### src/hdl/fbpa_pkg.sv
package fbpa_pkg;

    localparam int ADDR_W        = 32;
    localparam int BSIZE_W       = 17;
    localparam int SIZE_W        = 18;
    localparam int CNT_W         = 11;
    localparam int SPAN_W        = SIZE_W + CNT_W;
    localparam int OP_W          = 2;
    localparam int STATUS_W      = 2;
    localparam int CFG_IDX_W     = 3;
    localparam int CFG_DATA_W    = 32;
    localparam int SETTLE_W      = 2;
    localparam int SETTLE_CYCLES = 3;
    localparam int DIV_BITS      = 2;
    localparam int DIV_STEPS     = ADDR_W / DIV_BITS;

    localparam logic [BSIZE_W-1:0] BSIZE_RESET = BSIZE_W'(4);
    localparam logic [CNT_W-1:0]   BCOUNT_RESET = CNT_W'(1);
    localparam logic [CNT_W-1:0]   FREE_MAX = {CNT_W{1'b1}};

    typedef enum logic [OP_W-1:0] {
        OP_GET     = 2'd0,
        OP_RELEASE = 2'd1,
        OP_QUERY   = 2'd2
    } t_op;

    typedef enum logic [STATUS_W-1:0] {
        ST_OK      = 2'd0,
        ST_NOPOOL  = 2'd1,
        ST_BADADDR = 2'd2,
        ST_EXHAUST = 2'd3
    } t_status;

    typedef enum logic [CFG_IDX_W-1:0] {
        CFG_POOL_ENABLED  = 3'd0,
        CFG_POOL_BASE     = 3'd1,
        CFG_BLOCK_SIZE    = 3'd2,
        CFG_BLOCK_COUNT   = 3'd3,
        CFG_CHECK_RELEASE = 3'd4
    } t_cfg_idx;

    typedef struct packed {
        logic              enabled;
        logic              check;
        logic              settling;
        logic [ADDR_W-1:0] base;
        logic [SIZE_W-1:0] eff_size;
        logic [CNT_W-1:0]  eff_count;
        logic [SPAN_W-1:0] span;
    } t_cfg;

    typedef struct packed {
        logic busy;
        logic rem_zero;
    } t_div_sts;

endpackage

### src/hdl/fbpa_cfg.sv
module fbpa_cfg #(
    parameter int ALIGN_BYTES = 4,
    parameter int MAX_BLOCKS  = 1024
) (
    input  logic                           i_clk,
    input  logic                           i_rst_n,
    input  logic                           i_cfg_we,
    input  logic [fbpa_pkg::CFG_IDX_W-1:0] i_cfg_idx,
    input  logic [fbpa_pkg::CFG_DATA_W-1:0] i_cfg_wdata,
    output fbpa_pkg::t_cfg                 o_cfg
);
    import fbpa_pkg::*;

    localparam int RECIP_SHIFT = SIZE_W;
    localparam int RECIP_W     = SIZE_W + 1;
    localparam int PROD_W      = SIZE_W + RECIP_W;
    localparam logic [RECIP_W-1:0] RECIP    = RECIP_W'((64'd1 << RECIP_SHIFT) / ALIGN_BYTES);
    localparam logic [SIZE_W-1:0]  ALIGN    = SIZE_W'(ALIGN_BYTES);
    localparam logic [SIZE_W-1:0]  ALIGN_M1 = SIZE_W'(ALIGN_BYTES - 1);

    logic                r_enabled;
    logic [ADDR_W-1:0]   r_base;
    logic [BSIZE_W-1:0]  r_bsize;
    logic [CNT_W-1:0]    r_bcount;
    logic                r_check;
    logic [SETTLE_W-1:0] r_settle;

    logic [SIZE_W-1:0]   r_round;
    logic [PROD_W-1:0]   r_prod;
    logic [SIZE_W-1:0]   r_size;
    logic [CNT_W-1:0]    r_count;
    logic [SPAN_W-1:0]   r_span;

    logic [BSIZE_W-1:0]  size_min;
    logic [SIZE_W-1:0]   n_round;
    logic [PROD_W-1:0]   n_prod;
    logic [SIZE_W-1:0]   quot0;
    logic [SIZE_W-1:0]   rem0;
    logic [SIZE_W-1:0]   rem_fin;
    logic [SIZE_W-1:0]   n_size;
    logic [CNT_W-1:0]    n_count;
    logic [SPAN_W-1:0]   n_span;

    always_comb begin
        size_min = (r_bsize == '0) ? BSIZE_W'(1) : r_bsize;
        n_round  = SIZE_W'(size_min) + ALIGN_M1;
        n_prod   = PROD_W'(n_round) * PROD_W'(RECIP);
        quot0    = SIZE_W'(r_prod >> RECIP_SHIFT);
        rem0     = r_round - SIZE_W'(quot0 * ALIGN);
        rem_fin  = (rem0 >= ALIGN) ? (rem0 - ALIGN) : rem0;
        n_size   = r_round - rem_fin;
        n_count  = (32'(r_bcount) > 32'(MAX_BLOCKS)) ? CNT_W'(MAX_BLOCKS) : r_bcount;
        n_span   = SPAN_W'(r_size) * SPAN_W'(r_count);
    end

    always_ff @(posedge i_clk) begin
        r_round <= n_round;
        r_prod  <= n_prod;
        r_size  <= n_size;
        r_count <= n_count;
        r_span  <= n_span;
    end

    always_ff @(posedge i_clk) begin
        if (!i_rst_n) begin
            r_enabled <= 1'b0;
            r_base    <= '0;
            r_bsize   <= BSIZE_RESET;
            r_bcount  <= BCOUNT_RESET;
            r_check   <= 1'b1;
            r_settle  <= SETTLE_W'(SETTLE_CYCLES);
        end else begin
            if (r_settle != '0) begin
                r_settle <= r_settle - SETTLE_W'(1);
            end
            if (i_cfg_we) begin
                case (t_cfg_idx'(i_cfg_idx))
                    CFG_POOL_ENABLED: begin
                        r_enabled <= i_cfg_wdata[0];
                        r_settle  <= SETTLE_W'(SETTLE_CYCLES);
                    end
                    CFG_POOL_BASE: begin
                        r_base   <= i_cfg_wdata[ADDR_W-1:0];
                        r_settle <= SETTLE_W'(SETTLE_CYCLES);
                    end
                    CFG_BLOCK_SIZE: begin
                        r_bsize  <= i_cfg_wdata[BSIZE_W-1:0];
                        r_settle <= SETTLE_W'(SETTLE_CYCLES);
                    end
                    CFG_BLOCK_COUNT: begin
                        r_bcount <= i_cfg_wdata[CNT_W-1:0];
                        r_settle <= SETTLE_W'(SETTLE_CYCLES);
                    end
                    CFG_CHECK_RELEASE: begin
                        r_check  <= i_cfg_wdata[0];
                        r_settle <= SETTLE_W'(SETTLE_CYCLES);
                    end
                    default: begin
                    end
                endcase
            end
        end
    end

    assign o_cfg.enabled   = r_enabled;
    assign o_cfg.check     = r_check;
    assign o_cfg.settling  = (r_settle != '0);
    assign o_cfg.base      = r_base;
    assign o_cfg.eff_size  = r_size;
    assign o_cfg.eff_count = r_count;
    assign o_cfg.span      = r_span;

endmodule

### config.mk
export PLATFORM = sky130hd
export DESIGN_NAME = fbpa_cfg
export DESIGN_NICKNAME = d
export VERILOG_FILES = /design/src/hdl/fbpa_pkg.sv /design/src/hdl/fbpa_cfg.sv
export SDC_FILE = /design/constraint.sdc
export NUM_CORES = 1
export LEC_CHECK = 0
export BUFFER_PORTS_ARGS = -buffer_cell sky130_fd_sc_hd__clkbuf_2
export CAP_MARGIN = 20
export CORE_MARGIN = 2
export CORE_UTILIZATION = 60
export CTS_CLUSTER_DIAMETER = 100
export DETAILED_ROUTE_END_ITERATION = 10
export GPL_TIMING_DRIVEN = 0
export HOLD_SLACK_MARGIN = 0.03
export PLACE_DENSITY = 0.91
export SLEW_MARGIN = 40
export SYNTH_ARGS = -nofsm -noshare
export SYNTH_HDL_FRONTEND = slang
export SYNTH_SLANG_ARGS = --single-unit
### constraint.sdc
create_clock -name i_clk -period 7.5 [get_ports i_clk]
set_input_delay 0.75 -clock i_clk [delete_from_list [all_inputs] [get_ports i_clk]]
set_output_delay 0.75 -clock i_clk [all_outputs]
set_load 0.03 [all_outputs]
=== Word-level counts from Yosys, hierarchy flattened ===
Cells that the tools add are included.

* Word-level logic and storage cells: 36
* Register bits after elaboration: 140
* Output and inout bits: 93
* Bits of input ports: 38

* Mux-type cells: 5
* Reduce and logical (&&, ||, !) cells: 9
* Magnitude comparators: 2
* Multipliers: 1
* Eq/ne operators: 4
* Add/subtract/negate cells: 5

{| class="wikitable"
|+ Operators by type and width
! cell !! number
|-
| subtractor 18 bit || 2
|-
| multiplier 18 x 11 -> 29 bit || 1
|-
| adder 17 x 2 -> 18 bit (second input constant) || 1
|-
| greater-or-equal comparator 18 x 3 -> 1 bit (second input constant) || 1
|-
| 2-to-1 mux 18 bit || 1
|-
| subtractor 18 x 3 -> 18 bit (second input constant) || 1
|-
| logical NOT 17 bit || 1
|-
| 2-to-1 mux 17 bit || 1
|-
| > comparator 11 bit (second input constant) || 1
|-
| AND reduction 2 bit || 5
|-
| equality test 3 x 2 -> 1 bit (second input constant) || 2
|-
| 2-to-1 mux 2 bit || 3
|-
| OR reduction 5 bit || 1
|-
| equality test 3 x 1 -> 1 bit (second input constant) || 1
|-
| equality test 3 bit (second input constant) || 1
|-
| logical NOT 3 bit || 1
|-
| nonzero test 2 bit || 1
|-
| subtractor 2 x 1 -> 2 bit (second input constant) || 1
|}

=== Longest topological paths before layout ===
Gate-level depths: netlist of the first run.

* Depth after elaboration: 4
* Depth in mapped cells: 21
* Mapped depth without buffers: 19

=== Worst setup path after synthesis of the first run ===
Ideal clock, no wire load.

* Path kind: register -> register
* From: register r_count[4]
* To: register r_span[28]
* Path buffers: 2
* Clock period less this slack: 5.464 ns
* Setup time: 0.062 ns
* Arrival: 5.402 ns
* Cell stages (with the launch flop): 20
* Setup slack: 2.036 ns
* Required time: 7.438 ns
* Cell sequence: dfxtp_1 > clkbuf_1 > nand2_1 > fa_1 > fa_1 > inv_1 > fa_1 > fa_1 > inv_1 > fa_1 > inv_1 > ha_1 > buf_6 > a21oi_2 > o21ai_1 > a21oi_4 > o21ai_2 > o31a_1 > or4_1 > nand3_1

* Cells in the longest elaborated chain, start to end: 1

{| class="wikitable"
|+ Ends and longest elaborated chain
! what !! line !! RTL
|-
| start, declared || fbpa_cfg.sv:31 || <nowiki>logic [CNT_W-1:0] r_count;</nowiki>
|-
| start signal, assigned || fbpa_cfg.sv:60 || <nowiki>r_count <= n_count;</nowiki>
|-
| multiplier 18 x 11 -> 29 bit || fbpa_cfg.sv:53 || <nowiki>n_span = SPAN_W'(r_size) * SPAN_W'(r_count);</nowiki>
|-
| named net n_span[28] || fbpa_cfg.sv:42 || <nowiki>logic [SPAN_W-1:0] n_span;</nowiki>
|-
| end signal, assigned || fbpa_cfg.sv:61 || <nowiki>r_span <= n_span;</nowiki>
|-
| end, declared || fbpa_cfg.sv:32 || <nowiki>logic [SPAN_W-1:0] r_span;</nowiki>
|}

The timed path passes the listed nets, and every way through them passes these cells.
A chain may end at the register's enable or synchronous reset.

=== Worst setup path after layout of the first run ===
Same ends and word-level chain as after synthesis.

==> results of run 1 <==
## cell usage in the layout, fill, tap and decap left out, types with 15 or more instances in the layout
cell       count
xnor2_1       22
and2_1        82
nor2_1        20
nand3_1       16
conb_1        20
o21ai_0       15
clkbuf_1      67
clkbuf_16     17
dfxtp_1      134
nand2_1      241
inv_1        169
ha_1          64
xor2_1        16
fa_1         138
clkbuf_2     125
a21oi_1       15
a21boi_0      60
## routing by layer
metal	up-vias	GRT usage
li1	3873	-
met1	3912	0.312
met2	361	0.483
met3	62	0.0572
met4	0	0.116
met5	-	0
## state kept, by name, summed over array words and instances, names as in the netlist
name and count:
r_base 32, r_span 27, r_bsize 17, r_prod 16
r_size 16, r_bcount 11, r_count 11, r_settle 2
r_check 1, r_enabled 1
## worst max-delay path, cell delays in order (launching register included)
cell and delay, ns:
dfxtp_1 0.58, clkbuf_1 0.47, nand2_1 0.17, fa_1 0.56
inv_1 0.05, fa_1 0.53, inv_1 0.06, fa_1 0.46
fa_1 0.52, fa_1 0.54, inv_1 0.04, ha_1 0.37
a21oi_1 0.21, o21ai_1 0.14, a21oi_4 0.13, o21ai_2 0.09
o31a_1 0.36, or4_1 0.51, nand3_1 0.07
## through the flow
step | worst slack (ns) | hold slack [ns] | cells | cell area (sq um)
after floorplan | 2.04 | 0.310 | 1184 | 10500
after global placement | 1.65 | 0.313 | 1534 | 11400
after detailed placement | 1.63 | 0.327 | 1534 | 11400
after CTS | 1.59 | 0.337 | 1566 | 12000
after global routing | 1.28 | 0.353 | 1566 | 12000
final | 1.56 | 0.332 | 1566 | 12000
## cell families (layout without fill, tap and decap cells)
kind of cell             count (synthesis)  count (layout)  share of synthesized area
adder cells (fa/ha/maj)                202             202                      0.342
other                                    2              20                   0.000722
AND/OR/NAND/NOR                        406             406                      0.180
XOR/XNOR                                38              38                     0.0320
flip-flops                             134             134                      0.258
buffers and inverters                  244             401                     0.0910
multiplexers                             1               1                   0.000962
AO/OA/AOI/OAI                          139             139                     0.0955
## final cells by class
class | count | area [sq um]
Inverter | 169 | 634
Timing Repair Buffer | 125 | 626
Multi-Input combinational cell | 806 | 6840
Fill cell | 1255 | 5150
Clock inverter | 15 | 164
Clock buffer | 17 | 425
Tap cell | 225 | 282
Sequential cell | 134 | 2680
Buffer | 75 | 313
## power groups by stage
stage	clock, mW	sequential [mW]	combinational (mW)
2_1_floorplan	0	0.834	0.141
3_3_place_gp	0	0.779	0.267
3_5_place_dp	0	0.781	0.274
4_1_cts	0.831	0.765	0.276
5_1_grt	0.865	0.768	0.306
6_report	0.820	0.764	0.275
## final timing paths
check	start	to	slack (ns)	depth (start not counted)
worst max register to register	r_count[4]	r_span[28]	1.56	18
worst min register to register	r_prod[19]	r_size[3]	0.33	0
worst max-delay path	r_count[4]	r_span[28]	1.56	18
worst min-delay path	r_prod[19]	r_size[3]	0.33	0
==> flow_metrics.py, run 1 <==
metrics = {
    "layout": {
        "syn_to_final_growth_pct": 15.0,
        "fin_util": 0.699,
        "final_net_count": 1568,
        "layout-drive-gt1-share": 0.132,
        "antenna_cells": 0,
    },
    "clocking": {
        "cts.sinks": 134,
        "cts.clk_slew.worst_paths_ns": 0.06,
        "clk_path_buf_depth": 2,
        "cts_resized": 0,
        "ctsHoldBuffers": 0,
        "htree_levels": 4,
        "post_cts_buffers": 0,
        "clk_latency_ns": 0.42,
        "cts-root-buf": "clkbuf_16",
        "tritoncts": "built",
        "numCtsBuffers": 17,
    },
    "synth": {
        "ys_top_cells_by_count": "nand2_1, inv_1, fa_1",
        "yosysTopAreaCellShare": 0.265,
        "ys_warn_count": 0,
        "synth_edf_count": 0,
        "syn_avg_cell_area_sq_um": 8.92,
        "yosysMostFrequentCell": "nand2_1",
        "yosysUniqueCellTypes": 52,
        "synthArstFlopShare": 0,
        "synth_ff_type": "dfxtp_1",
        "synth_area_sq_mm": 0.0104,
        "synthTopCellsByArea": "fa_1, dfxtp_1, nand2_1",
        "synth_area_leader_cell": "fa_1",
        "ys_seq_area_frac": 0.258,
        "synth-seq-cells": 134,
        "synth_cells": 1166,
    },
    "floorplan": {
        "core_sq_mm": 0.0171,
        "die_area_sq_mm": 0.0184,
        "dieWidth_microns": 136,
        "fp.dieH_microns": 136,
        "num_rows": 48,
        "start_util": 0.608,
        "boundaryPins": 131,
    },
    "sta": {
        "drv_slew": 0,
        "finalSetupTns_ns": 0,
        "setup_violations": 0,
        "rsz0062_at_grt": "false",
        "finClkSkew_ns": 0.00772,
        "hold_viol": 0,
        "max_slew_margin": 0.529,
        "period_share": 0.792,
        "fmax_ghz": 0.168,
        "post-route-min-period_ns": 5.94,
        "tightestPinTransition_ns": 0.707,
    },
    "global_routing": {
        "grt_max_degree": 17,
        "grt_pass1_vias": 8562,
        "grt_util_all_layers": 0.270,
        "overflow": 0,
        "grt_pass1_wl_microns": 39300,
        "antenna_found_initial": 0,
    },
    "detailed_routing": {
        "vias_per_cell": 5.24,
        "dr.pass1.iters": 5,
        "route.detailed.drc": 0,
        "wire_per_inst_microns": 14.9,
        "drt-initial-drc-count": 346,
        "ant_nets": 0,
        "vias": 8208,
        "wl_met3_microns": 1810,
        "drt_wl_total_microns": 23400,
        "met1Wirelength_microns": 8870,
        "met2RoutedLength_microns": 12000,
        "highest_layer": "met4",
    },
    "place": {
        "hpwl_microns": 18400,
        "port_buffers": 125,
        "gp_congestion": 0.900,
    },
    "worst_setup_path": {
        "worst-setup-path-type": "register to register",
        "endpoint_kind": "register",
        "critPathMaxFanout": 10,
        "crit_required_ns": 7.86,
        "cp.arrival_ns": 6.30,
        "start_kind": "register",
    },
    "pwr": {
        "power.leakage_nw": 5.84,
        "total_power_mw": 1.86,
        "p_seq_frac": 0.411,
        "ir_worst_vdd_mv": 0.161,
        "intPower_mw": 1.31,
        "share_comb_of_total_power": 0.148,
        "powerDensity_mw_per_mm2": 155,
        "p_sw_frac": 0.293,
        "p_sw_uw": 546,
        "clkPwrFrac": 0.441,
    },
    "status": {
        "status": "finished clean",
    },
    "hold_path": {
        "hp-class": "register to register",
    },
    "run": {
        "cap_viol_max_count": 0,
    },
}
(Power assumes the default switching activity.)
==> run 2: changes to the inputs <==
Settings changed: ABC_AREA set to 1.
Clock period 7.5 ns to 5.5 ns, I/O delays scaled along.
==> flow_metrics.py, run 2 <==
metrics = {
    "status": {
        "status": "finished clean",
    },
    "synth": {
        "ys_warn_count": 0,
        "ys_seq_area_frac": 0.245,
        "synth_cells": 1456,
        "synth_area_leader_cell": "fa_1",
        "yosysUniqueCellTypes": 35,
        "synth_area_sq_mm": 0.0110,
        "synth_ff_type": "dfxtp_1",
        "synth-seq-cells": 134,
        "syn_avg_cell_area_sq_um": 7.53,
        "ys_top_cells_by_count": "inv_1, nand2_1, fa_1",
        "yosysTopAreaCellShare": 0.252,
        "synthArstFlopShare": 0,
        "synthTopCellsByArea": "fa_1, dfxtp_1, inv_1",
        "yosysMostFrequentCell": "inv_1",
        "synth_edf_count": 0,
    },
    "sta": {
        "tightestPinTransition_ns": 0.721,
        "drv_slew": 0,
        "rsz0062_at_grt": "true",
        "worst_hold_slack_ns": 0.326,
        "setup_violations": 0,
        "hold_viol": 0,
        "post-route-min-period_ns": 5.30,
        "max_slew_margin": 0.519,
        "finClkSkew_ns": 0.0163,
        "period_share": 0.964,
        "fmax_ghz": 0.189,
    },
    "global_routing": {
        "grt_util_all_layers": 0.316,
        "overflow": 0,
        "antenna_found_initial": 0,
        "grt_pass1_wl_microns": 49200,
        "grt_max_degree": 17,
        "grt_pass1_vias": 10700,
    },
    "layout": {
        "regMostFlops": "r_base",
        "fin_util": 0.700,
        "final_net_count": 1851,
        "layout-drive-gt1-share": 0.128,
        "largest_reg_flops": 32,
        "fill_cells": 1265,
        "layout_commonest_cell": "inv_1",
        "mostFrequentLayoutCells": "inv_1, nand2_1, fa_1",
        "antenna_cells": 0,
        "stdcell_count": 1853,
        "largest_registers": "r_base: 32 flops, r_span: 27 flops, r_bsize: 17 flops",
        "syn_to_final_growth_pct": 14.6,
    },
    "pwr": {
        "clkPwrFrac": 0.418,
        "intPower_mw": 1.93,
        "p_sw_frac": 0.341,
        "share_comb_of_total_power": 0.214,
        "p_sw_uw": 997,
        "p_seq_frac": 0.368,
        "power.leakage_nw": 7.13,
        "ir_worst_vdd_mv": 0.323,
        "powerDensity_mw_per_mm2": 233,
    },
    "floorplan": {
        "num_rows": 49,
        "dieWidth_microns": 139,
        "fp.dieH_microns": 139,
        "die_area_sq_mm": 0.0194,
        "start_util": 0.611,
        "core_sq_mm": 0.0180,
        "boundaryPins": 131,
    },
    "clocking": {
        "cts.sinks": 134,
        "cts.clk_slew.worst_paths_ns": 0.06,
        "tritoncts": "built",
        "cts-root-buf": "clkbuf_16",
        "ctsHoldBuffers": 0,
        "htree_levels": 4,
        "clk_latency_ns": 0.44,
        "numCtsBuffers": 17,
        "post_cts_buffers": 0,
        "clk_path_buf_depth": 2,
        "cts_resized": 3,
    },
    "worst_setup_path": {
        "start_kind": "register",
        "crit_required_ns": 5.81,
        "r2r-end": "r_span[22]",
        "critPathMaxFanout": 10,
        "cp.arrival_ns": 5.62,
        "endpoint_kind": "register",
        "startpoint": "r_size[14]",
        "worst-setup-path-type": "register to register",
        "r2r_slack_ns": 0.20,
        "cp-endpoint": "r_span[22]",
        "rr_worst_depth": 19,
        "rr_startpoint": "r_size[14]",
    },
    "hold_path": {
        "hp-class": "register to register",
    },
    "detailed_routing": {
        "vias_per_cell": 5.48,
        "drt_wl_total_microns": 29400,
        "ant_nets": 0,
        "route.detailed.drc": 0,
        "dr.pass1.iters": 5,
        "vias": 10200,
        "drt-initial-drc-count": 938,
        "wire_per_inst_microns": 15.9,
    },
    "place": {
        "hpwl_microns": 21600,
        "gp_congestion": 0.929,
        "numPlacedInstances": 1829,
        "port_buffers": 126,
    },
    "run": {
        "cap_viol_max_count": 0,
    },
}
==> run 2: worst max-delay path, stage by stage, from the launching register on <==
cell	delay [ns]
dfxtp_1	0.44
clkbuf_1	0.53
nand2_1	0.17
fa_1	0.51
fa_1	0.52
inv_1	0.05
fa_1	0.47
fa_1	0.55
inv_1	0.06
fa_1	0.54
inv_1	0.04
ha_1	0.37
nand2_1	0.19
inv_1	0.06
a21oi_1	0.18
inv_1	0.06
a21oi_1	0.20
nand3_1	0.10
nand2_1	0.08
nand2_1	0.06
==> run 2: power groups by stage <==
stage	Sequential [mW]	Clock [mW]	Combinational, mW
finish	1.08	1.22	0.627
global route	1.08	1.26	0.690
CTS	1.07	1.23	0.625
detailed placement	1.09	0	0.616
global placement	1.09	0	0.596
floorplan	1.20	0	0.323
==> run 2: area by class of cell <==
type                    count  area, sq um  area share
flip-flops and latches    134         2690       0.214
well taps                 229          287      0.0228
clock buffers              17          425      0.0338
repair buffers            126          631      0.0502
inverters                 356         1340       0.106
plain buffers              67          293      0.0233
clock inverters            15          204      0.0162
multi-input cells         909         6710       0.534
==> run 2: cell families (layout without fill, tap and decap cells) <==
family / count (synthesis) / after routing / share of synthesized area
AO/OA/AOI/OAI: 111 / 111 / 0.0521
flip-flops: 134 / 134 / 0.245
adder cells (fa/ha/maj): 202 / 202 / 0.325
other: 2 / 20 / 0.000685
AND/OR/NAND/NOR: 552 / 552 / 0.209
buffers and inverters: 431 / 581 / 0.150
XOR/XNOR: 24 / 24 / 0.0192
==> run 2: routing by layer <==
metal  GRT usage  part of all wire
met2       0.557              0.50
met3      0.0767              0.10
met5           0                 0
met1       0.351              0.35
met4       0.174             0.058
==> run 2: how the worst min path moves through the flow <==
stage / cells after the start / from / end / slack [ns]
2_1_floorplan: 0 / r_prod[18] / r_size[2] / 0.31
3_3_place_gp: 0 / r_prod[19] / r_size[3] / 0.31
3_5_place_dp: 0 / r_prod[18] / r_size[2] / 0.31
4_1_cts: 0 / r_prod[18] / r_size[2] / 0.33
5_1_grt: 0 / r_prod[19] / r_size[3] / 0.34
6_report: 0 / r_prod[18] / r_size[2] / 0.33
==> run 2: per-stage QoR <==
step / worst slack, ns / TNS, ns / cell area [sq um] / total power, mW
3_3_place_gp: 0.138 / 0 / 12000 / 1.69
5_1_grt: -0.00240 / -0.00240 / 12600 / 3.04
6_report: 0.196 / 0 / 12600 / 2.93
4_1_cts: 0.000994 / 0 / 12600 / 2.92
2_1_floorplan: 0.597 / 0 / 11000 / 1.53
3_5_place_dp: 0.0667 / 0 / 12000 / 1.71
