$ cat config.mk
export PLATFORM = sky130hd
export DESIGN_NAME = fbpa_div
export DESIGN_NICKNAME = d
export VERILOG_FILES = /design/src/hdl/fbpa_pkg.sv /design/src/hdl/fbpa_div.sv
export SDC_FILE = /design/constraint.sdc
export NUM_CORES = 1
export LEC_CHECK = 0
export ABC_AREA = 1
export BUFFER_PORTS_ARGS = -buffer_cell sky130_fd_sc_hd__buf_4
export CORE_UTILIZATION = 35
export DETAILED_ROUTE_END_ITERATION = 10
export GPL_TIMING_DRIVEN = 1
export SLEW_MARGIN = 40
export SYNTH_ARGS = -nofsm -noshare
export SYNTH_HDL_FRONTEND = slang
export SYNTH_SLANG_ARGS = --single-unit
$ cat constraint.sdc
create_clock -name i_clk -period 7.05 [get_ports i_clk]
set_input_delay 1.0575 -clock i_clk [delete_from_list [all_inputs] [get_ports i_clk]]
set_output_delay 1.0575 -clock i_clk [all_outputs]
set_load 0.02 [all_outputs]
$ cat src/hdl/fbpa_pkg.sv
package fbpa_pkg;

    localparam int ADDR_W        = 32;
    localparam int BSIZE_W       = 17;
    localparam int SIZE_W        = 18;
    localparam int CNT_W         = 11;
    localparam int SPAN_W        = SIZE_W + CNT_W;
    localparam int OP_W          = 2;
    localparam int STATUS_W      = 2;
    localparam int CFG_IDX_W     = 3;
    localparam int CFG_DATA_W    = 32;
    localparam int SETTLE_W      = 2;
    localparam int SETTLE_CYCLES = 3;
    localparam int DIV_BITS      = 2;
    localparam int DIV_STEPS     = ADDR_W / DIV_BITS;

    localparam logic [BSIZE_W-1:0] BSIZE_RESET = BSIZE_W'(4);
    localparam logic [CNT_W-1:0]   BCOUNT_RESET = CNT_W'(1);
    localparam logic [CNT_W-1:0]   FREE_MAX = {CNT_W{1'b1}};

    typedef enum logic [OP_W-1:0] {
        OP_GET     = 2'd0,
        OP_RELEASE = 2'd1,
        OP_QUERY   = 2'd2
    } t_op;

    typedef enum logic [STATUS_W-1:0] {
        ST_OK      = 2'd0,
        ST_NOPOOL  = 2'd1,
        ST_BADADDR = 2'd2,
        ST_EXHAUST = 2'd3
    } t_status;

    typedef enum logic [CFG_IDX_W-1:0] {
        CFG_POOL_ENABLED  = 3'd0,
        CFG_POOL_BASE     = 3'd1,
        CFG_BLOCK_SIZE    = 3'd2,
        CFG_BLOCK_COUNT   = 3'd3,
        CFG_CHECK_RELEASE = 3'd4
    } t_cfg_idx;

    typedef struct packed {
        logic              enabled;
        logic              check;
        logic              settling;
        logic [ADDR_W-1:0] base;
        logic [SIZE_W-1:0] eff_size;
        logic [CNT_W-1:0]  eff_count;
        logic [SPAN_W-1:0] span;
    } t_cfg;

    typedef struct packed {
        logic busy;
        logic rem_zero;
    } t_div_sts;

endpackage

$ cat src/hdl/fbpa_div.sv
module fbpa_div #(
    parameter int MAX_BLOCKS = 1024
) (
    input  logic                             i_clk,
    input  logic                             i_rst_n,
    input  logic                             i_start,
    input  logic [fbpa_pkg::ADDR_W-1:0]      i_dividend,
    input  logic [fbpa_pkg::SIZE_W-1:0]      i_divisor,
    output fbpa_pkg::t_div_sts               o_sts,
    output logic [$clog2(MAX_BLOCKS)-1:0]    o_qmod
);
    import fbpa_pkg::*;

    localparam int IDX_W  = $clog2(MAX_BLOCKS);
    localparam int STEP_W = $clog2(DIV_STEPS + 1);
    localparam logic [IDX_W:0] MODULUS = (IDX_W + 1)'(MAX_BLOCKS);

    logic [ADDR_W-1:0] r_dvd;
    logic [SIZE_W-1:0] r_rem;
    logic [IDX_W-1:0]  r_qmod;
    logic [STEP_W-1:0] r_cnt;

    logic [ADDR_W-1:0] n_dvd;
    logic [SIZE_W-1:0] n_rem;
    logic [IDX_W-1:0]  n_qmod;
    logic [SIZE_W:0]   trial;
    logic [IDX_W:0]    qacc;
    logic              qbit;

    always_comb begin
        n_dvd  = r_dvd;
        n_rem  = r_rem;
        n_qmod = r_qmod;
        trial  = '0;
        qacc   = '0;
        qbit   = 1'b0;
        for (int k = 0; k < DIV_BITS; k++) begin
            trial = {n_rem, n_dvd[ADDR_W-1]};
            n_dvd = {n_dvd[ADDR_W-2:0], 1'b0};
            qbit  = (trial >= {1'b0, i_divisor});
            if (qbit) begin
                trial = trial - {1'b0, i_divisor};
            end
            n_rem = trial[SIZE_W-1:0];
            qacc  = {n_qmod, qbit};
            if (qacc >= MODULUS) begin
                qacc = qacc - MODULUS;
            end
            n_qmod = qacc[IDX_W-1:0];
        end
    end

    always_ff @(posedge i_clk) begin
        if (!i_rst_n) begin
            r_cnt <= '0;
        end else if (i_start) begin
            r_cnt  <= STEP_W'(DIV_STEPS);
            r_dvd  <= i_dividend;
            r_rem  <= '0;
            r_qmod <= '0;
        end else if (r_cnt != '0) begin
            r_cnt  <= r_cnt - STEP_W'(1);
            r_dvd  <= n_dvd;
            r_rem  <= n_rem;
            r_qmod <= n_qmod;
        end
    end

    assign o_sts.busy     = (r_cnt != '0);
    assign o_sts.rem_zero = (r_rem == '0);
    assign o_qmod         = r_qmod;

endmodule

* Yosys cells after proc, flatten, opt, wreduce, memory -nomap -nowiden
Index checks and enable logic that the tools add are counted.
W data, S select, Z words.
** Storage, ports and cells
- Output and inout port bits :: 12
- Input bits :: 53
- Bits in registers :: 65
** Cells by class
- Bitwise logic cells :: 1
- Reductions and logical operators :: 5
- $add $sub $neg :: 5
- Order comparisons :: 4
- Mux-type cells :: 10
** Operators by type and width (number)
- $mux W32 :: 2
- $mux W18 :: 3
- $ge A19 B18 Y1 :: 2
- $sub A18 B18 Y18 :: 2
- $mux W10 :: 3
- $ge A11 B11 Y1 const B :: 2
- $sub A10 B1 Y10 const B :: 2
- $logic_not A18 Y1 :: 1
- $mux W5 :: 2
- $reduce_bool A5 Y1 :: 1
- $sub A5 B1 Y5 const B :: 1
- $reduce_and A2 Y1 :: 1
- $reduce_bool A2 Y1 :: 1
- $reduce_or A2 Y1 :: 1
- $not A1 Y1 :: 1

* Longest topological paths before layout
Gate-level depths: netlist of the first run.
- Word-level depth :: 6
- Depth in mapped cells :: 29
- Gate-level depth less buffers :: 28

* Worst setup path before layout of the first run
Ideal clock, no wire load.
- Path kind :: input -> register
- From :: input i_divisor[9] (netlist bit)
- To :: register r_rem[0], data pin
- Setup slack :: 2865 ps
- Data required time :: 6798 ps
- Setup time :: 252 ps
- Stages :: 25
- Data arrival time :: 3933 ps
- Cells stage by stage :: inv_1 ha_1 nand2_2 nor2_2 nand2_1 nor2_1 a21oi_2 clkbuf_1 nand3_1 nand2_1 inv_1 ha_1 nand2_1 nand2_1 a21oi_1 nand2_2 nand2_1 nand2_2 nand2_1 nand2_1 nand2_2 nand3_4 buf_12 nor2_2 nor2_2
** Between the ends
- Longest elaborated chain between the ends :: 5
- Elaborated cells on any way between the ends :: 6
- Classes of those cells :: add/sub (1); order compare (2); mux (3)
** Ends and longest elaborated chain
- from (decl) :: RTL line fbpa_div.sv:8 : input logic [fbpa_pkg::SIZE_W-1:0] i_divisor,
- $sub A18 B18 Y18 / $ge A19 B18 Y1 (equally long branches) :: RTL line fbpa_div.sv:42, fbpa_div.sv:40
- $mux W18 :: RTL line fbpa_div.sv:41 : if (qbit) begin
- $ge A19 B18 Y1 * :: RTL line fbpa_div.sv:40 : qbit = (trial >= {1'b0, i_divisor});
- $mux W18 * :: RTL line fbpa_div.sv:41
- $mux W18 * :: RTL line fbpa_div.sv:61 : end else if (r_cnt != '0) begin
- to (signal assigned) :: RTL line fbpa_div.sv:64 : r_rem <= n_rem;
- to (decl) :: RTL line fbpa_div.sv:19 : logic [SIZE_W-1:0] r_rem;
Every way passes the cells marked *; elsewhere a longest branch is shown, timed or not. The select of a mux whose other input is x is not followed.
A chain may end at the register's enable or synchronous reset.

* Final worst setup path of the first run
- From :: input i_divisor[9] (netlist bit)
- To :: register r_rem[3], data pin
** Between the ends
- Longest elaborated chain between the ends :: 5
- Elaborated cells on any way between the ends :: 7
- Classes of those cells :: add/sub (2); order compare (2); mux (3)
** Ends and longest elaborated chain (RTL line)
- $ge A19 B18 Y1 / $sub A18 B18 Y18 (equally long branches) :: fbpa_div.sv:40, fbpa_div.sv:42
- $mux W18 :: fbpa_div.sv:41
- $sub A18 B18 Y18 / $ge A19 B18 Y1 (equally long branches) :: fbpa_div.sv:42, fbpa_div.sv:40
- $mux W18 * :: fbpa_div.sv:41
- $mux W18 * :: fbpa_div.sv:61
Marked as above.

==> results.toml, run 1 <==
[routing]
dr.pass1.iters = 5
wl_per_cell_microns = 12.87
viasPerCell = 4.579
num_vias = 4922
drt_iter0_markers = 324
drc = 0
drt-total-wl_microns = 13830
postRouteAntennaNets = 0

[timing]
max_freq_ghz = 0.2055
period_share = 0.6901
setup_viol = 0
hold_viol = 0
tightestPinTransition_ps = 782.2
setup_tns_ps = 0
rsz0062_at_grt = "false"
slew-limit-headroom = 0.4785
skew_ps = 9.354
period_needed_ps = 4865
slew_viol_final = 0

[critical_path]
path_cells = "buf_4, inv_1, ha_1, nand2_2, nor2_2, nand2_1, nor2_1, a21oi_2, nand3_1, nand2_1, inv_1, ha_1, nand2_1, inv_1, nand3_1, nor3_2, nand3_1, and2_0, nand2_1, nand2_2, nand3_4, nand2_1, inv_1, nor2_1"
crit_path_end_kind = "flop"
crit_buf_inv = 5
timing.critical_path.mode_cell = "nand2_1"
cp.required_ps = 7140
setup.worst_path.class = "primary input to flop"
worstPathArrival_ps = 4950
cp_max_fo = 24
worst_path_max_delay_cell = "a21oi_2"
cp_slowest_stage_delay_ps = 530
start_kind = "primary input"
critPathTopFamily = "simple AND/OR/NAND/NOR gates"

[floorplan]
die-height_microns = 130.2
dieWidth_microns = 130.2
row_count = 46
coreArea_sq_mm = 0.01594
die-area_sq_mm = 0.01696
ios = 65
initial_utilization = 0.3609

[global_route]
antenna_found_initial = 0
grt_pass1_vias = 4665
grt.overflow.total = 0
grt_use_total = 0.1745
grt_first_pass_wirelength_microns = 22840
grt_max_degree = 61

[synth]
synth_common_cells = "280 x nand2_1, 129 x inv_1, 60 x edfxtp_1, 41 x nor2_1, 38 x ha_1"
synthDominantCellAreaShare = 0.3131
synth_area_leaders = "edfxtp_1 31%, nand2_1 18%, inv_1 8.4%, ha_1 8.3%, nand2_2 3.2%"
async_flop_share = 0
avgSynthCellArea_sq_um = 7.157
synth.most_common_cell = "nand2_1"
synth_seq_cells = 65
syn_area_sq_mm = 0.005754
yosysSeqAreaShare = 0.3305
syn_inst = 804
synth-warning-count = 0
synth_area_leader_cell = "edfxtp_1"
ys.flop_type = "edfxtp_1"
syn_nets = 897
synth_edf_count = 60
ys_types = 42

[clock_tree]
htree_levels = 3
numCtsBuffers = 9
cts_hold_buffers = 0
cts_buffer_depth = 2
clk_latency_ps = 330
post_cts_buffers = 0
tritoncts = "done"
ctsResizeCount = 0
cts.sink_count = 65
clk_pin_slew_worst_paths_ps = 50
cts_root_buf = "clkbuf_16"

[place]
dpl.hpwl_microns = 11040
placedCellCount = 1059
gp_congestion = 0.9209
io_buffers = 64

[final_layout]
fillers = 1679
diodes = 0
syn_to_final_growth_pct = 15.94
finalNetCount = 947
drive_gt1_frac = 0.2002
final-instance-count-excl-fill = 1075

[job]
drv_cap = 0

[outcome]
outcome = "finished clean"

[worst_hold_path]
hold_path_class = "flop to flop"
## worst register-to-register path, cell delays in order, from the launching register on
cell      delay (ps)
edfxtp_1         460
ha_1             380
nand2_1          110
nor2_1            60
nand2_1          120
nor2_1            80
a21oi_2          530
nand3_1          140
nand2_1          180
inv_1             60
ha_1             430
nand2_1           80
inv_1             80
nand3_1          110
nor3_2           220
nand3_1          120
and2_0           150
nand2_1           70
nand2_2          180
nand3_4          390
nand2_1          110
inv_1             70
nor2_1            40
## cells in the final DEF (no fill, tap or decap), types with 4 or more instances in the layout
master / instances
a21oi_1: 24
a21oi_2: 5
buf_4: 66
clkbuf_16: 9
dfxtp_1: 5
edfxtp_1: 60
ha_1: 38
inv_1: 128
inv_2: 15
nand2_1: 280
nand2_2: 29
nand3_1: 31
nand3_2: 5
nand3b_1: 5
nand4_1: 20
nor2_1: 41
nor2_2: 24
nor3_1: 5
nor4_1: 5
o21ai_0: 4
o21bai_1: 4
xnor2_1: 18
xor2_1: 9
## worst paths after layout
kind / startpoint / to / slack, ps / cells after the start
min reg2reg: r_cnt[0] / r_cnt[0] / 480 / 2
min: r_cnt[0] / r_cnt[0] / 480 / 2
max: i_divisor[9] / r_rem[3] / 2180 / 24
max reg2reg: r_rem[12] / r_rem[3] / 2620 / 22
## through the flow
| step | instance area (sq um) | hold WS [ps] | util | setup slack, ps |
|---|---|---|---|---|
| global placement | 6327 | 472.3 | 0.3969 | 1855 |
| detailed placement | 6327 | 473.7 | 0.3969 | 1839 |
| finish | 6671 | 481.2 | 0.4185 | 2185 |
| CTS | 6671 | 482.9 | 0.4185 | 2181 |
| floorplan | 5754 | 452.1 | - | 2865 |
| global route | 6671 | 509.9 | 0.4185 | 1836 |
## state kept, by name, indices dropped and copies added, names as in the netlist
name / cells
r_dvd: 32
r_rem: 18
o_qmod: 10
r_cnt: 5
## cell families after synthesis
family                     synth area share
adders and majority gates           0.08959
xor gates and xnor gates            0.04110
and+or+nand+nor                      0.3614
AOI/OAI and AO/OA                   0.04914
DFF                                  0.3305
buffers and inverters                0.1283
## routing by layer
metal | vias to the layer above | routed length, microns | GRT usage
met5 | - | 0 | 0
met4 | 0 | 146 | 0.05130
met3 | 9 | 990 | 0.03772
met2 | 134 | 6257 | 0.2772
met1 | 2172 | 6436 | 0.2370
li1 | 2607 | - | -
## final cells by class
cell class / instances / area (sq um) / area share
Sequential cell: 65 / 1902 / 0.2851
Tap cell: 216 / 270.3 / 0.04051
Multi-Input combinational cell: 567 / 3114 / 0.4668
Timing Repair Buffer: 66 / 495.5 / 0.07427
Clock inverter: 6 / 115.1 / 0.01725
Inverter: 145 / 545.5 / 0.08177
Clock buffer: 10 / 229.0 / 0.03432
Power of run 1 is not shown: default switching activity piles up to over one toggle a cycle in this logic, so the estimate is an artifact.
==> run 2, diff against run 1 <==
--- a/config.mk
+++ b/config.mk
@@ -5,7 +5,7 @@
 export SDC_FILE = /design/constraint.sdc
 export NUM_CORES = 1
 export LEC_CHECK = 0
-export ABC_AREA = 1
+export ABC_AREA = 0
 export BUFFER_PORTS_ARGS = -buffer_cell sky130_fd_sc_hd__buf_4
 export CORE_UTILIZATION = 35
 export DETAILED_ROUTE_END_ITERATION = 10
==> constraint.sdc (replaced) <==
create_clock -name i_clk -period 4.9 [get_ports i_clk]
set_input_delay 0.735 -clock i_clk [delete_from_list [all_inputs] [get_ports i_clk]]
set_output_delay 0.735 -clock i_clk [all_outputs]
set_load 0.02 [all_outputs]
==> results.toml, run 2 <==
[clock_tree]
clk_latency_ps = 330
cts_root_buf = "clkbuf_16"
clk_pin_slew_worst_paths_ps = 50
tritoncts = "done"
numCtsBuffers = 9
cts_buffer_depth = 2
cts.sink_count = 65
htree_levels = 3

[timing]
setup_viol = 0
max_freq_ghz = 0.2066
slew-limit-headroom = 0.5115
hold_viol = 0
slew_viol_final = 0
period_share = 0.9876
rsz0062_at_grt = "true"
period_needed_ps = 4839
tightestPinTransition_ps = 732.7
skew_ps = 5.776

[worst_hold_path]
min-delay-start = "r_cnt[1]"
min_to = "r_cnt[1]"
hold_path_class = "flop to flop"
hold-path-cell-count = 2

[synth]
ys.flop_type = "edfxtp_1"
synth-xor-area-share = 0.04630
synth-simple-area-share = 0.1379
synth_top_family_by_area = "compound AO/OA/AOI/OAI gates"
ys_types = 66
syn_inst = 478
syn_nets = 571
synth.most_common_cell = "edfxtp_1"
synth_common_cells = "60 x edfxtp_1, 42 x mux2_2, 38 x ha_1, 35 x inv_1"
synth_edf_count = 60
synth_compound_area_frac = 0.1465
yosysSeqAreaShare = 0.3867
synth.area.mux_share = 0.1226
async_flop_share = 0
syn_area_sq_mm = 0.004918
synth_area_leader_cell = "edfxtp_1"
synth_area_leaders = "edfxtp_1 37%, ha_1 9.7%, mux2_2 9.6%, xnor2_1 3.0%, inv_1 2.7%"
synthDominantCellAreaShare = 0.3663
synth_seq_cells = 65
synthAdderAreaFrac = 0.1048
synth-warning-count = 0
avgSynthCellArea_sq_um = 10.29

[routing]
postRouteAntennaNets = 0
viasPerCell = 5.182
drc = 0
num_vias = 4177
drt_iter0_markers = 209
wl_per_cell_microns = 15.82
dr.pass1.iters = 4
drt-total-wl_microns = 12750

[outcome]
outcome = "finished clean"

[critical_path]
cp.required_ps = 5070
r2r_end = "r_rem[14]"
rrSetupSlack_ps = 60
r2r_cells = 21
start_kind = "primary input"
setup.worst_path.class = "primary input to flop"
worstPathArrival_ps = 5010
cp_max_fo = 6
r2r_start = "r_rem[12]"
crit_path_end_kind = "flop"

[final_layout]
drive_gt1_frac = 0.4175
syn_to_final_growth_pct = 38.72
largest_register_ffs = 32
final_area_sq_mm = 0.006823
mostFrequentLayoutCells = "158 x buf_4, 60 x edfxtp_1, 42 x mux2_2, 33 x inv_1, 29 x ha_1"
diodes = 0
finalNetCount = 718
top_register = "r_dvd"
layout_commonest_cell = "buf_4"

[floorplan]
ios = 65
initial_utilization = 0.3656
die-area_sq_mm = 0.01453
row_count = 42
dieWidth_microns = 120.5
coreArea_sq_mm = 0.01345
die-height_microns = 120.5

[global_route]
grt_pass1_vias = 4360
grt.overflow.total = 0
grt_use_total = 0.1788
grt_first_pass_wirelength_microns = 20600
grt_max_degree = 64
antenna_found_initial = 0

[place]
io_buffers = 64
gp_congestion = 0.9437
dpl-instance-area_sq_mm = 0.006195
dpl.hpwl_microns = 9666

[job]
drv_cap = 0
[run 2: changes by cell type after synthesis, sizes merged, moves of 16 or more]
| cell | change |
|---|---|
| mux2 | +42 |
| nand3 | -23 |
| nor2 | -40 |
| inv | -108 |
| nand4 | -16 |
| nand2 | -287 |
[run 2: repair_timing]
item | CTS | global route
pin swaps | 1 | 17
setup endpoints to repair | 6 | 18
gates resized for setup | 3 | 37
setup buffers | 0 | 5
hold buffers | 0 | 0
cloned | 0 | 1
[run 2: per-stage QoR]
step,hold WS (ps),setup TNS (ps),util,instances,setup slack (ps)
floorplan,484.0,0,-,478,189.3
global placement,496.0,-5459,0.4605,784,-431.1
detailed placement,514.9,-6065,0.4605,784,-464.5
CTS,518.7,0,0.4861,800,36.56
global route,560.2,-297.5,0.5072,806,-82.67
finish,512.8,0,0.5072,806,60.52
[run 2: cell families after synthesis]
group	after synthesis
and+or+nand+nor	129
AOI/OAI and AO/OA	103
DFF	65
buffers and inverters	60
muxes	55
adders and majority gates	40
xor gates and xnor gates	26
[run 2: layer usage]
| layer | track usage | wire (microns) |
|---|---|---|
| met1 | 0.2199 | 5509 |
| met2 | 0.3082 | 6367 |
| met3 | 0.04481 | 723 |
| met4 | 0.05170 | 148 |
| met5 | 0 | 0 |
[run 2: worst max-delay path, stage by stage]
cell and delay [ps]:
buf_4 70, inv_1 70, ha_4 290, and3_4 190
nand4_1 280, nor4_4 440, or2_4 190, o22ai_4 90
buf_12 160, buf_4 150, nor2_4 100, a21oi_4 50
buf_4 150, fa_1 430, nor2b_1 180, o31ai_2 120
a21oi_2 200, a221o_1 280, a41oi_2 140, buf_4 150
buf_4 120, a211o_1 260, a21oi_1 140
[run 2: worst max-delay path by stage]
stage	start	endpoint	slack (ps)
floorplan	i_divisor[12]	r_rem[12]	190
detailed placement	i_divisor[13]	r_rem[13]	-460
finish	i_divisor[13]	r_rem[14]	60
global placement	i_divisor[12]	r_rem[12]	-430
CTS	i_divisor[2]	r_rem[12]	40
global route	i_divisor[13]	r_rem[14]	-80
[run 2: cell type report]
class | count | area [sq um]
Clock buffer | 11 | 242.7
Clock inverter | 5 | 78.83
Fill cell | 1231 | 6630
Inverter | 35 | 131.4
Multi-Input combinational cell | 353 | 2997
Sequential cell | 65 | 1902
Tap cell | 176 | 220.2
Timing Repair Buffer | 161 | 1251
Power of run 2 is left out for the same reason.
==> run 3, diff against run 2 <==
--- a/config.mk
+++ b/config.mk
@@ -6,7 +6,7 @@
 export NUM_CORES = 1
 export LEC_CHECK = 0
 export ABC_AREA = 0
-export BUFFER_PORTS_ARGS = -buffer_cell sky130_fd_sc_hd__buf_4
+export BUFFER_PORTS_ARGS = -buffer_cell sky130_fd_sc_hd__buf_2
 export CORE_UTILIZATION = 35
 export DETAILED_ROUTE_END_ITERATION = 10
 export GPL_TIMING_DRIVEN = 1
==> results.toml, run 3 (synthesized netlist as in run 2, its figures left out) <==
[global_route]
grtUsageMet1 = 0.2211
grt.busiest_layer = "met2"
antenna_found_initial = 0
grt.met2_usage = 0.2960
grt_pass1_vias = 4219
grt.overflow.total = 0
grt_use_met3 = 0.03962
grt_max_degree = 64
grt_use_total = 0.1767
grt_first_pass_wirelength_microns = 20270

[critical_path]
timing.critical_path.mode_cell = "buf_4"
cp_max_fo = 7
path_cells = "buf_2, inv_1, ha_4, and3_4, nand4_1, nor4_4, or2_4, o22ai_2, buf_12, buf_6, mux2_4, ha_1, buf_4, nand3_2, nand2_2, buf_4, o311a_1, o31a_1, o21ai_1, or3b_4, a21oi_2"
r2r_end = "r_rem[13]"
start_kind = "primary input"
crit_path_end_kind = "flop"
worstPathArrival_ps = 4960
cp_slowest_stage_delay_ps = 410
cp.required_ps = 5080
rrSetupSlack_ps = 150
setup.worst_path.class = "primary input to flop"
r2r_cells = 19
worst_path_max_delay_cell = "nor4_4"
r2r_start = "r_rem[11]"

[final_layout]
finalNetCount = 721
drive_gt1_frac = 0.4360
largest_register_ffs = 32
mostFrequentLayoutCells = "95 x buf_4, 64 x buf_2, 60 x edfxtp_1, 40 x mux2_2, 34 x inv_1"
final_area_sq_mm = 0.006726
diodes = 0
layout_commonest_cell = "buf_4"
utilization = 0.5000
syn_to_final_growth_pct = 36.76
top_register = "r_dvd"

[timing]
rsz0062_at_grt = "true"
skew_ps = 4.556
holdWs_ps = 505.4
setup_viol = 0
max_freq_ghz = 0.2095
period_share = 0.9742
slew-limit-headroom = 0.5202
period_needed_ps = 4774
tightestPinTransition_ps = 719.6
slew_viol_final = 0
setup_ws_ps = 126.3
hold_viol = 0

[floorplan]
coreArea_sq_mm = 0.01345
ios = 65
die-height_microns = 120.5
initial_utilization = 0.3656
dieWidth_microns = 120.5
row_count = 42
die-area_sq_mm = 0.01453

[job]
drv_cap = 0

[worst_hold_path]
hold_path_class = "flop to flop"
min_to = "r_cnt[1]"
min-delay-start = "r_cnt[1]"
hold-path-cell-count = 2

[place]
gp_congestion = 0.9649
io_buffers = 64
place_ws_ps = -571.3
dpl-instance-area_sq_mm = 0.006028
dpl.hpwl_microns = 9600

[clock_tree]
cts_hold_buffers = 0
cts_root_buf = "clkbuf_16"
tritoncts = "done"
htree_levels = 3
numCtsBuffers = 9
cts.sink_count = 65
clk_latency_ps = 330
clk_pin_slew_worst_paths_ps = 60
cts_buffer_depth = 2

[routing]
drt_iter0_markers = 256
dr.pass1.iters = 5
drc = 0
postRouteAntennaNets = 0
viasPerCell = 5.206
drt-total-wl_microns = 12970
wl_per_cell_microns = 16.03
num_vias = 4212

[outcome]
outcome = "finished clean"
[run 3: cell types whose count changed in the layout (fill, tap and decap cells not counted), sizes merged]
cell | previous run | this run
buf | 160 | 164
bufinv | 2 | 1
clkbuf | 12 | 13
clkinv | 3 | 2
[run 3: layer usage]
| metal | routed length, microns | vias up |
|---|---|---|
| li1 | - | 2076 |
| met1 | 5850 | 2006 |
| met2 | 6215 | 109 |
| met3 | 615 | 21 |
| met4 | 284 | 0 |
| met5 | 0 | - |
[run 3: worst max-delay path by stage]
stage | start | to | depth (start not counted)
5_1_grt | i_divisor[13] | r_rem[13] | 21
3_3_place_gp | i_divisor[12] | r_rem[13] | 22
2_1_floorplan | i_divisor[12] | r_rem[12] | 18
6_report | i_divisor[12] | r_rem[13] | 21
3_5_place_dp | i_divisor[12] | r_rem[13] | 22
4_1_cts | i_divisor[1] | r_rem[13] | 23
[run 3: per-stage QoR]
step                setup TNS (ps)  std cells
global placement             -6233        784
detailed placement           -8268        784
global route                -273.0        809
finish                           0        809
CTS                              0        800
floorplan                        0        478
[run 3: repair_timing]
action	CTS	global route
endpoints found under the hold margin	0	0
setup buffers	0	9
gates resized for setup	4	55
pin swaps	2	20
endpoints found under the setup margin	18	18
[run 3: critical path: cells and delay by family]
kind	cells	cell delay (ps)
AOI/OAI and AO/OA	5	1030
and+or+nand+nor	7	1530
adders and majority gates	2	600
buffers and inverters	6	740
muxes	1	310
[run 3: cell type report]
type                    instances  area, sq um
fillers                      1208         6726
multi-input cells             353         3074
flip-flops and latches         65         1902
repair buffers                164         1099
clock buffers                  13        260.3
well taps                     176        220.2
inverters                      35        131.4
clock inverters                 3        40.04
Power of run 3 is left out for the same reason.
